File: src/lppd_pkg.sv
// Shared constants and types for the length-prefixed packet deframer.
package lppd_pkg;

    typedef enum logic [1:0] {
        ERR_NONE   = 2'd0,
        ERR_MARKER = 2'd1,
        ERR_LENGTH = 2'd2
    } err_code_t;

    localparam logic [15:0] MIN_FRAME_LENGTH = 16'd4;
    localparam logic [7:0]  MARKER_RESET     = 8'hFF;

    localparam logic [15:0] POS_MARKER   = 16'd0;
    localparam logic [15:0] POS_ID       = 16'd1;
    localparam logic [15:0] POS_LEN_LOW  = 16'd2;
    localparam logic [15:0] POS_LEN_HIGH = 16'd3;
    localparam logic [15:0] POS_PAYLOAD  = 16'd4;

endpackage

File: src/length_prefixed_packet_deframer_unit.sv
// Top level of the length-prefixed packet deframer: input stage, frame tracking, result stage.
// A word is registered in the input stage, its result in the result stage. Throughput: one word
// per cycle unless a word with a result meets a stalled result stage; the position counter and its
// length compare sit between the input and result registers; words without a result leave even
// while a result waits. Reset: rst_n is asynchronous and active low; it empties both stages,
// clears the frame state and sets the header marker to 0xFF.
module length_prefixed_packet_deframer_unit (
    input  logic        clk,
    input  logic        rst_n,
    // Input channel.
    input  logic        in_valid,
    output logic        in_ready,
    input  logic [7:0]  in_byte,
    input  logic        flush,
    // Result channel.
    output logic        out_valid,
    input  logic        out_ready,
    output logic [7:0]  out_byte,
    output logic [15:0] position,
    output logic        frame_end,
    output logic [1:0]  error_code,
    // Configuration: header marker register.
    input  logic        header_marker_we,
    input  logic [7:0]  header_marker_wdata
);

    // Configuration register.
    logic [7:0] header_marker_reg;

    // Input word stage.
    logic       in_valid_reg;
    logic [7:0] in_byte_reg;
    logic       flush_reg;

    // Frame tracking state.
    logic [15:0] byte_position_reg, byte_position_next;
    logic [7:0]  length_low_reg, length_low_next;
    logic [15:0] frame_length_reg, frame_length_next;
    logic        error_latched_reg, error_latched_next;

    // Result stage.
    logic        out_valid_reg;
    logic [7:0]  out_byte_reg;
    logic [15:0] position_reg;
    logic        frame_end_reg;
    logic [1:0]  error_code_reg;

    // Result computed from the word in the input stage.
    logic        has_result;
    logic [7:0]  res_byte;
    logic        res_end;
    logic [1:0]  res_err;
    logic        advance;
    logic [15:0] len_word;
    logic [16:0] pos_inc;

    // The input stage moves on when it holds a word and either that word gives no result
    // or the result register is free or being emptied in this cycle.
    assign advance  = in_valid_reg && (!has_result || !out_valid_reg || out_ready);
    assign in_ready = !in_valid_reg || advance;

    assign len_word = {in_byte_reg, length_low_reg};
    assign pos_inc  = {1'b0, byte_position_reg} + 17'd1;

    // Frame tracking: next state and the result for the staged word.
    always_comb
    begin
        byte_position_next = byte_position_reg;
        length_low_next    = length_low_reg;
        frame_length_next  = frame_length_reg;
        error_latched_next = error_latched_reg;
        has_result         = 1'b0;
        res_byte           = in_byte_reg;
        res_end            = 1'b0;
        res_err            = lppd_pkg::ERR_NONE;

        if (flush_reg)
        begin
            // A flush returns the frame state to reset and gives no result.
            byte_position_next = '0;
            length_low_next    = '0;
            frame_length_next  = '0;
            error_latched_next = 1'b0;
        end
        else if (!error_latched_reg)
        begin
            has_result = 1'b1;
            case (byte_position_reg)
                lppd_pkg::POS_MARKER:
                begin
                    if (in_byte_reg != header_marker_reg)
                    begin
                        error_latched_next = 1'b1;
                        res_byte           = '0;
                        res_err            = lppd_pkg::ERR_MARKER;
                    end
                    else
                    begin
                        byte_position_next = lppd_pkg::POS_ID;
                    end
                end
                lppd_pkg::POS_ID:
                begin
                    byte_position_next = lppd_pkg::POS_LEN_LOW;
                end
                lppd_pkg::POS_LEN_LOW:
                begin
                    length_low_next    = in_byte_reg;
                    byte_position_next = lppd_pkg::POS_LEN_HIGH;
                end
                lppd_pkg::POS_LEN_HIGH:
                begin
                    if (len_word < lppd_pkg::MIN_FRAME_LENGTH)
                    begin
                        // The error result takes the place of the length high word.
                        error_latched_next = 1'b1;
                        res_byte           = '0;
                        res_err            = lppd_pkg::ERR_LENGTH;
                    end
                    else
                    begin
                        frame_length_next = len_word;
                        if (len_word == lppd_pkg::MIN_FRAME_LENGTH)
                        begin
                            // A header-only frame ends on its length high word.
                            byte_position_next = lppd_pkg::POS_MARKER;
                            res_end            = 1'b1;
                        end
                        else
                        begin
                            byte_position_next = lppd_pkg::POS_PAYLOAD;
                        end
                    end
                end
                default:
                begin
                    // Payload word: the frame ends when the next index reaches the length.
                    if (pos_inc >= {1'b0, frame_length_reg})
                    begin
                        byte_position_next = lppd_pkg::POS_MARKER;
                        res_end            = 1'b1;
                    end
                    else
                    begin
                        byte_position_next = pos_inc[15:0];
                    end
                end
            endcase
        end
    end

    // Configuration register.
    always_ff @(posedge clk or negedge rst_n)
    begin
        if (!rst_n)
        begin
            header_marker_reg <= lppd_pkg::MARKER_RESET;
        end
        else if (header_marker_we)
        begin
            header_marker_reg <= header_marker_wdata;
        end
    end

    // Input word stage control.
    always_ff @(posedge clk or negedge rst_n)
    begin
        if (!rst_n)
        begin
            in_valid_reg <= 1'b0;
        end
        else if (in_ready)
        begin
            in_valid_reg <= in_valid;
        end
    end

    // Input word stage payload.
    always_ff @(posedge clk)
    begin
        if (in_valid && in_ready)
        begin
            in_byte_reg <= in_byte;
            flush_reg   <= flush;
        end
    end

    // Frame state, updated once for each word that leaves the input stage.
    always_ff @(posedge clk or negedge rst_n)
    begin
        if (!rst_n)
        begin
            byte_position_reg <= '0;
            length_low_reg    <= '0;
            frame_length_reg  <= '0;
            error_latched_reg <= 1'b0;
        end
        else if (advance)
        begin
            byte_position_reg <= byte_position_next;
            length_low_reg    <= length_low_next;
            frame_length_reg  <= frame_length_next;
            error_latched_reg <= error_latched_next;
        end
    end

    // Result stage control.
    always_ff @(posedge clk or negedge rst_n)
    begin
        if (!rst_n)
        begin
            out_valid_reg <= 1'b0;
        end
        else if (advance && has_result)
        begin
            out_valid_reg <= 1'b1;
        end
        else if (out_ready)
        begin
            out_valid_reg <= 1'b0;
        end
    end

    // Result stage payload.
    always_ff @(posedge clk)
    begin
        if (advance && has_result)
        begin
            out_byte_reg   <= res_byte;
            position_reg   <= byte_position_reg;
            frame_end_reg  <= res_end;
            error_code_reg <= res_err;
        end
    end

    assign out_valid  = out_valid_reg;
    assign out_byte   = out_byte_reg;
    assign position   = position_reg;
    assign frame_end  = frame_end_reg;
    assign error_code = error_code_reg;

    // A dropped word after an error never produces a result.
    a_drop_silent: assert property (@(posedge clk) disable iff (!rst_n)
        (in_valid_reg && error_latched_reg && !flush_reg) |-> !has_result)
        else $error("result produced while dropping after an error");

    // In the payload the position always stays below the frame length.
    a_pos_in_frame: assert property (@(posedge clk) disable iff (!rst_n)
        (byte_position_reg >= lppd_pkg::POS_PAYLOAD) |-> (byte_position_reg < frame_length_reg))
        else $error("payload position beyond frame length");

    // Error results carry a zero byte and no frame end mark.
    a_err_shape: assert property (@(posedge clk) disable iff (!rst_n)
        (out_valid && error_code != lppd_pkg::ERR_NONE) |-> (out_byte == 8'd0 && !frame_end))
        else $error("malformed error result");

    // A word held in the input stage that cannot move on is still there next cycle.
    a_stage_hold: assert property (@(posedge clk) disable iff (!rst_n)
        (in_valid_reg && !advance) |=> in_valid_reg)
        else $error("input stage word lost");

    // An error result latches the error state.
    a_err_latch: assert property (@(posedge clk) disable iff (!rst_n)
        (advance && has_result && res_err != lppd_pkg::ERR_NONE) |=> error_latched_reg)
        else $error("error not latched");

endmodule
File: config.mk
export PLATFORM = sky130hd
export DESIGN_NAME = length_prefixed_packet_deframer_unit
export DESIGN_NICKNAME = d
export VERILOG_FILES = /design/src/lppd_pkg.sv /design/src/length_prefixed_packet_deframer_unit.sv
export SDC_FILE = /design/constraint.sdc
export NUM_CORES = 1
export LEC_CHECK = 0
export BUFFER_PORTS_ARGS = -buffer_cell sky130_fd_sc_hd__buf_2
export CORE_MARGIN = 1
export CORE_UTILIZATION = 58
export CTS_BUF_LIST = sky130_fd_sc_hd__clkbuf_16
export DETAILED_ROUTE_END_ITERATION = 7
export PLACE_DENSITY_LB_ADDON = 0.3
export SYNTH_ARGS = -nofsm -noshare
export SYNTH_HDL_FRONTEND = slang
export SYNTH_SLANG_ARGS = --single-unit
export TNS_END_PERCENT = 1
File: constraint.sdc
create_clock -name clk -period 4.55 [get_ports clk]
set_input_delay 0.91 -clock clk [delete_from_list [all_inputs] [get_ports clk]]
set_output_delay 0.91 -clock clk [all_outputs]
set_load 0.03 [all_outputs]
==> out/summary.txt, run 1 <==
Status: completed
Antenna violations before repair: 0
CTS tree: done
Area fraction of the dominant cell type after synthesis: 0.250
Switching Fraction: 0.242
Critical path launch point type: flop
DR WL/cell: 16.2 um
Synth area leaders: edfxtp_1, dfrtp_1, ha_1
Largest net degree at the start of global routing: 52
Top cell by count, worst path: nand3_1
Top FF cell, synth: dfrtp_1
Via-to-Cell Ratio: 5.73
I/O pin total: 51
CTS clock-pin slew for the worst setup and hold paths: 0.06 ns
Starting Density: 0.597
Placed insts: 513
Die ar.: 7820 um2
Post-synthesis sequential area ratio: 0.547
Max_cap viols: 0
Crit path required time: 4.82 ns
Height of the die: 88.4 um
Layout Cells excl Fill: 529
Die width: 88.4 um
Reg-to-Reg End: byte_position_reg[14]
Peak supply drop: 0.228 mV
Tot Pwr: 0.00192 W
Unrepaired setup endpoints after global routing: no
P_sw: 0.000465 W
Largest stage delay on the critical path: 0.54 ns
Cts bufs inserted: 9
CTS Sinks: 87
Fin. max-slew vios: 0
Final Hold Vio Count: 0
Post-Synthesis Cells: 380
Synth Warn #: 0
Critical Path AT: 4.03 ns
DR vias: 3032
Remaining antenna violation count: 0
H-tree levels: 3
Starting DRC count in detailed routing: 172
Worst Max-Slew Pin Slew: 1.05 ns
Overall Global Routing Usage: 0.242
WL final: 8.56 mm
Layout net count: 467
Clk_lat worst skew: 0.33 ns
Tmin final: 3.76 ns
Root Buffer: clkbuf_16
CP endpoint kind: flop
Vias in the first global route: 2940
Hold_sp: frame_length_reg[5]
Drt pass-1 iters: 5
Commonest non-fill, non-tap cell in the layout: buf_2
DRC: 0
Hold Path Class: flop to flop
Post-layout util: 0.681
Mapped Area: 4330 um2
Dpl hpwl: 5.89 mm
Setup violators final: 0
Fmax: 266 MHz
Post-synth ARST share: 0.586
Hold_buf cts: 0
PwrDens: 389 nW/um2
R2R depth: 12
Unique masters post-synth: 50
Crit path cell chain: nand3_1 -> nor2_1 -> nand3_1 -> nor2b_1 -> xor2_1 -> ha_1 -> nand3_1 -> nor3_1 -> a221oi_1 -> nand4b_2 -> nor3_4 -> a221o_1
Reg power frac: 0.480
Leak: 2.07 nW
Crit path max-delay family: simple AND/OR/NAND/NOR gates
Part of the power in the clock network: 0.408
First-pass GRT wire length: 14.2 mm
Max clock buf depth: 2
Most frequent cells in the layout: buf_2, dfrtp_1, edfxtp_1
Internal reg-to-reg setup slack: 0.79 ns
Total grt overflow: 0
Worst R2R Start: byte_position_reg[2]
Final period util: 0.827
Ant diodes: 0
Setup bufs post-CTS: 0
Slowest CP cell: dfrtp_1
Largest area contributor in the netlist: edfxtp_1
Rows: 31
Layout area overhead: 14.0%
Hold Path Cell Cnt: 2
Post-synth EDFFs: 36
Critical path class: flop to flop
TNS Setup: 0 ns
Seq cells post-synth: 87
Clock Skews: 0.00526 ns
CP max FO: 13
Sum of buffers and inverters on the critical path: 0
GP Congestion: 0.908
I/O Buffers: 50
Fraction of layout cells with a size suffix above 1: 0.230
Mean Syn Cell Area: 11.4 um2
Post-Syn Nets: 422
Worst slew margin: 0.298
Internal power: 0.00146 W
CORE AREA: 7250 um2
Gate power share: 0.112
Post_cts resized: 0
Hold Crit Endpoint: frame_length_reg[5]
==> cell usage after synthesis, types with 9 or more instances <==
cell and count:
dfrtp_1 43, edfxtp_1 36, nand2_1 29, nor2_1 23, inv_1 22, nand3_1 21
ha_1 20, mux2_2 16, o21ai_1 16, xnor2_1 14, nor2b_1 11, and2_1 10
a21oi_1 9, buf_2 9, nor3_1 9
==> per-layer routing <==
metal | part of all wire | routed length, um | global-route usage
met1 | 0.44 | 3730 | 0.321
met2 | 0.50 | 4250 | 0.396
met3 | 0.053 | 456 | 0.0578
met4 | 0.015 | 125 | 0.0733
met5 | 0 | 0 | 0
==> area by class of cell <==
class                   count  area (um2)
flip-flops and latches     87        2370
repair buffers             52         265
inverters                  22        82.6
clock inverters             7        96.3
multi-input cells         253        1780
clock buffers               9         225
fillers                   535        2320
well taps                  99         124
==> power groups by stage <==
stage	sequential, W	combinational, W	clock (W)
finish	0.000922	0.000215	0.000783
global route	0.000930	0.000242	0.000824
CTS	0.000922	0.000217	0.000791
detailed placement	0.000936	0.000215	0
global placement	0.000935	0.000208	0
floorplan	0.000951	0.000136	0
==> worst reg2reg max path, stage by stage (launching register included) <==
cell	delay [ns]
dfrtp_1	0.54
nand3_1	0.26
nor2_1	0.33
nand3_1	0.25
nor2b_1	0.21
xor2_1	0.23
ha_1	0.28
nand3_1	0.07
nor3_1	0.07
a221oi_1	0.39
nand4b_2	0.33
nor3_4	0.50
a221o_1	0.24
==> cells by family (layout without fill, tap and decap cells) <==
kind of cell,after synthesis,after routing,share of synthesized area
fa+ha+maj,20,20,0.0578
xor+xnor,22,22,0.0445
compound gates,64,64,0.101
buf+inv,40,90,0.0433
simple gates,131,131,0.165
flops,87,87,0.547
mux,16,16,0.0416
==> worst max path at each step <==
stage / startpoint / to / slack, ns / depth (start not counted)
2_1_floorplan: byte_position_reg[0] / byte_position_reg[14] / 1.38 / 14
4_1_cts: byte_position_reg[2] / byte_position_reg[8] / 0.81 / 12
3_3_place_gp: byte_position_reg[0] / byte_position_reg[9] / 1.07 / 12
3_5_place_dp: byte_position_reg[0] / byte_position_reg[14] / 0.91 / 13
6_report: byte_position_reg[2] / byte_position_reg[14] / 0.79 / 12
5_1_grt: byte_position_reg[2] / byte_position_reg[12] / 0.48 / 12
==> metrics by stage <==
| step | worst slack, ns | hold slack [ns] | cell area [um2] |
|---|---|---|---|
| finish | 0.789 | 0.524 | 4940 |
| CTS | 0.808 | 0.526 | 4940 |
| floorplan | 1.38 | 0.420 | 4330 |
| global route | 0.484 | 0.549 | 4940 |
| global placement | 1.07 | 0.505 | 4610 |
| detailed placement | 0.913 | 0.511 | 4610 |
(Power assumes the default switching activity.)
==> run 2: changes to the inputs <==
- CORE_UTILIZATION: 58 -> 53
- clock period: 4.55 -> 3.29 ns (I/O delays scaled with it)
==> run 2 against run 1 <==
  * Register-to-register slack worse by 0.66 ns
  * Maximum frequency up 19%
  * Cell count up 3.2%
  * Via count up 2.8%
  * Non-clock buffer count up 14
  * Global-route usage down 1.9 points
  * Clock power up 33%
  * Largest cell class unchanged
  * Highest routed layer unchanged
==> out/summary.txt, run 2 (synthesis results as in run 1) <==
Setup violators final: 0
Final period util: 0.961
Tot Pwr: 0.00262 W
Fin. max-slew vios: 0
Fraction of layout cells with a size suffix above 1: 0.266
Overall Global Routing Usage: 0.223
H-tree levels: 3
Final Instance Area: 5060 um2
Commonest non-fill, non-tap cell in the layout: buf_2
Fmax: 316 MHz
CTS tree: done
Crit path required time: 3.56 ns
Remaining antenna violation count: 0
CTS clock-pin slew for the worst setup and hold paths: 0.07 ns
TNS Setup: 0 ns
Clock Skews: 0.00842 ns
CTS Sinks: 87
CP endpoint kind: flop
Tmin final: 3.16 ns
Vias in the first global route: 3032
Clk_lat worst skew: 0.34 ns
DR vias: 3117
Cts bufs inserted: 9
Max_cap viols: 0
Critical path class: flop to flop
Worst slew margin: 0.517
First-pass GRT wire length: 14.6 mm
Total grt overflow: 0
Peak supply drop: 0.317 mV
Largest net degree at the start of global routing: 35
Drt pass-1 iters: 5
Antenna violations before repair: 0
CORE AREA: 7810 um2
Layout Cells excl Fill: 546
I/O Buffers: 50
GP Congestion: 0.940
Layout net count: 481
Ant diodes: 0
Hold Path Class: primary input to async pin
Root Buffer: clkbuf_16
Status: completed
Placed insts: 529
Leak: 2.16 nW
Starting DRC count in detailed routing: 175
Starting Density: 0.555
Dpl cell area: 4720 um2
CP max FO: 8
Critical path launch point type: flop
Via-to-Cell Ratio: 5.71
Final Hold Vio Count: 0
DR WL/cell: 16.3 um
DRC: 0
Dpl hpwl: 6.38 mm
Layout area overhead: 16.8%
Critical Path AT: 3.43 ns
Rows: 32
Most frequent cells in the layout: buf_2, dfrtp_1, edfxtp_1
Max clock buf depth: 2
Hold_buf cts: 0
Worst Max-Slew Pin Slew: 0.724 ns
Post-layout util: 0.648
PwrDens: 519 nW/um2
Die ar.: 8540 um2
I/O pin total: 51
Height of the die: 92.4 um
WL final: 8.89 mm
Die width: 92.4 um
## run 2: worst max-delay path, cell delays in order, from the launching register on
cell      delay (ns)
dfrtp_1         0.41
ha_1            0.19
nand2_1         0.10
nor2_1          0.15
nand3_1         0.19
nor2_2          0.20
xor2_1          0.21
ha_1            0.28
nand2_1         0.12
nor3_2          0.07
a221oi_2        0.39
nand4b_4        0.22
nor4b_1         0.40
a221o_1         0.18
## run 2: routing by layer
metal	vias to the layer above	share of wire	track usage
met5	-	0	0
met4	0	0.013	0.0885
met3	14	0.051	0.0427
met2	104	0.48	0.358
met1	1509	0.45	0.299
li1	1490	-	-
## run 2: timing repair
item,4_1_cts,5_1_grt
buffers inserted,0,1
gates resized for setup,0,6
setup endpoints to repair,0,16
## run 2: metrics by stage
stage          setup WS [ns]  hold WS [ns]
6_report               0.127         0.268
5_1_grt              -0.0334         0.293
4_1_cts               0.0541         0.286
3_5_place_dp          0.0901         0.512
3_3_place_gp           0.181         0.506
2_1_floorplan          0.121         0.362
## run 2: final timing paths
path / slack (ns) / to / startpoint / cells past startpoint
worst min-delay path: 0.27 / in_valid_reg / rst_n / 1
worst max register to register: 0.13 / byte_position_reg[14] / byte_position_reg[1] / 13
worst min register to register: 0.52 / frame_length_reg[7] / frame_length_reg[7] / 2
worst max-delay path: 0.13 / byte_position_reg[14] / byte_position_reg[1] / 13
max in group asynchronous: 2.17 / header_marker_reg[4] / rst_n / 2
min in group clk: 0.49 / in_byte_reg[0] / in_byte[0] / 1
## run 2: power breakdown
| group | switching [W] | total (W) | internal, W |
|---|---|---|---|
| Sequential | 0.0000477 | 0.00127 | 0.00123 |
| Combinational | 0.000187 | 0.000310 | 0.000123 |
| Clock | 0.000439 | 0.00104 | 0.000601 |
| Total | 0.000674 | 0.00262 | 0.00195 |
## run 2: final cells by class
| cell class | instances | area (um2) |
|---|---|---|
| Clock inverter | 7 | 78.8 |
| Tap cell | 102 | 128 |
| Timing Repair Buffer | 66 | 374 |
| Multi-Input combinational cell | 253 | 1800 |
| Fill cell | 609 | 2750 |
| Inverter | 22 | 82.6 |
| Sequential cell | 87 | 2370 |
| Clock buffer | 9 | 225 |
==> run 3: changes to the inputs <==
- ABC_AREA: unset -> 1
==> run 3 against run 2 <==
  * Critical endpoint is now frame_end
  * Utilization fell by 0.78 points
  * Largest cell class unchanged
  * Non-clock buffer count is 11 lower
  * Critical path depth is 4 higher
  * Synthesized cell count grew 44%
  * Clock power increased by 9.6%
  * Die area grew 8.2%
  * Hold slack improved by 0.017 ns
  * Highest routed layer unchanged
  * Routed wire length rose by 18%
  * Worst setup slack improved by 0.20 ns
  * Critical path type unchanged
  * Global-route usage is 3.3 points higher
==> out/summary.txt, run 3 <==
Multi-input gate area: 2000 um2
Fraction of layout cells with a size suffix above 1: 0.186
Largest net degree at the start of global routing: 31
Reg-to-Reg End: frame_end
Seq cells post-synth: 87
Hold Path Class: primary input to async pin
Post-synth EDFFs: 36
GP Congestion: 0.915
Mean Syn Cell Area: 8.58 um2
DR vias: 3846
Largest area contributor in the netlist: edfxtp_1
Ant diodes: 0
Layout area overhead: 14.2%
Slowest CP cell: dfrtp_1
Die ar.: 9240 um2
Max_cap viols: 0
Clock Skews: 0.00771 ns
Seq. cell area: 2370 um2
Synth cell count leaders: nand2_1, nor2_1, inv_1
Commonest non-fill, non-tap cell in the layout: nand2_1
CP endpoint kind: flop
Post-Syn Nets: 589
Starting Density: 0.560
Post-Synthesis Cells: 547
Fillers: 721
Worst hold slack: 0.285 ns
Fmax: 338 MHz
Fin. max-slew vios: 0
Final period util: 0.900
Cts bufs inserted: 9
Worst Max-Slew Pin Slew: 0.714 ns
Area fraction of the dominant cell type after synthesis: 0.230
DR WL/cell: 14.8 um
Unrepaired setup endpoints after global routing: no
Via-to-Cell Ratio: 5.41
Most frequent cells in the layout: nand2_1, nor2_1, inv_1
Height of the die: 96.1 um
Remaining antenna violation count: 0
Rows: 33
Worst R2R Start: byte_position_reg[1]
Dpl hpwl: 7.88 mm
Setup violators final: 0
Hold_buf cts: 0
Post-synth ARST share: 0.586
TNS Setup: 0 ns
CTS Sinks: 87
CP max FO: 15
Root Buffer: clkbuf_16
CTS clock-pin slew for the worst setup and hold paths: 0.07 ns
Total grt overflow: 0
Unique masters post-synth: 38
Status: completed
R2R depth: 17
Synth Warn #: 0
Mapped Area: 4700 um2
Internal reg-to-reg setup slack: 0.33 ns
PnR worst setup slack: 0.327 ns
Layout net count: 643
I/O pin total: 51
Drt pass-1 iters: 5
Leak: 2.63 nW
Final Hold Vio Count: 0
Post_cts resized: 0
Clk_lat worst skew: 0.34 ns
Post-synthesis sequential area ratio: 0.504
DRC: 0
Overall Global Routing Usage: 0.256
PwrDens: 503 nW/um2
Critical Path AT: 3.06 ns
Top cell by count, worst path: nand2_1
Antenna violations before repair: 0
WL final: 10.5 mm
Critical path class: flop to flop
Crit path required time: 3.38 ns
Critical path launch point type: flop
I/O Buffers: 50
CORE AREA: 8380 um2
CTS tree: done
Most frequent cell after synthesis: nand2_1
Die width: 96.1 um
Top FF cell, synth: dfrtp_1
H-tree levels: 3
Max clock buf depth: 2
Tot Pwr: 0.00270 W
Synth area leaders: edfxtp_1, dfrtp_1, nand2_1
Crit path max-delay family: simple AND/OR/NAND/NOR gates
Crit path cell chain: ha_1 -> nand2_1 -> nor2_4 -> nand3_1 -> xnor2_1 -> ha_1 -> nand2_1 -> inv_1 -> nand2_1 -> nand2_1 -> nand2_1 -> o21ai_0 -> nor2_1 -> buf_4 -> nand2_1 -> nand2_1 -> a21oi_1
Worst slew margin: 0.523
First-pass GRT wire length: 17.6 mm
Vias in the first global route: 3769
Setup bufs post-CTS: 0
Peak supply drop: 0.290 mV
Sum of buffers and inverters on the critical path: 2
DP Worst Slack: 0.390 ns
Starting DRC count in detailed routing: 224
Tmin final: 2.96 ns
Largest stage delay on the critical path: 0.48 ns
run 3: cells by family after synthesis:
group                      after synthesis  synth area share
buffers and inverters                   76            0.0693
AOI/OAI and AO/OA                       39            0.0522
muxes                                    7            0.0168
and+or+nand+nor                        303             0.276
DFF                                     87             0.504
adders and majority gates               20            0.0533
xor gates and xnor gates                15            0.0280
run 3: how the worst max path moves through the flow:
stage,slack (ns),endpoint,start,cells past startpoint
3_5_place_dp,0.39,frame_end,byte_position_reg[1],17
5_1_grt,0.1,byte_position_reg[2],byte_position_reg[1],17
3_3_place_gp,0.57,frame_end,byte_position_reg[1],17
6_report,0.33,frame_end,byte_position_reg[1],17
4_1_cts,0.36,frame_end,byte_position_reg[1],17
2_1_floorplan,0.72,byte_position_reg[12],byte_position_reg[0],18
run 3: layer usage:
| metal | vias up | share of wire | track usage |
|---|---|---|---|
| li1 | 1869 | - | - |
| met1 | 1825 | 0.44 | 0.330 |
| met2 | 128 | 0.49 | 0.427 |
| met3 | 24 | 0.055 | 0.0490 |
| met4 | 0 | 0.021 | 0.0958 |
| met5 | - | 0 | 0 |
run 3: area by class of cell:
cell class / instances / share of cell area
flip-flops and latches: 87 / 0.441
inverters: 64 / 0.0457
well taps: 105 / 0.0245
clock inverters: 7 / 0.0191
clock buffers: 9 / 0.0420
repair buffers: 55 / 0.0537
multi-input cells: 384 / 0.374
run 3: through the flow:
step / instance area (um2) / cells / util
after floorplan: 4700 / 547 / -
after global placement: 5030 / 695 / 0.601
after detailed placement: 5030 / 695 / 0.601
after CTS: 5360 / 711 / 0.640
after global routing: 5360 / 711 / 0.640
final: 5360 / 711 / 0.640
run 3: where the power goes:
group / switching [W] / total [W] / internal, W / leakage, nW
Clock: 0.000459 / 0.00114 / 0.000678 / 0.163
Sequential: 0.0000403 / 0.00125 / 0.00121 / 1.02
Combinational: 0.000205 / 0.000310 / 0.000105 / 1.45
run 3: worst reg2reg max path: stages (launching register included):
cell and delay [ns]:
dfrtp_1 0.48, ha_1 0.22, nand2_1 0.13, nor2_4 0.19
nand3_1 0.13, xnor2_1 0.25, ha_1 0.29, nand2_1 0.08
inv_1 0.06, nand2_1 0.06, nand2_1 0.05, nand2_1 0.07
o21ai_0 0.11, nor2_1 0.12, buf_4 0.22, nand2_1 0.08
nand2_1 0.11, a21oi_1 0.07
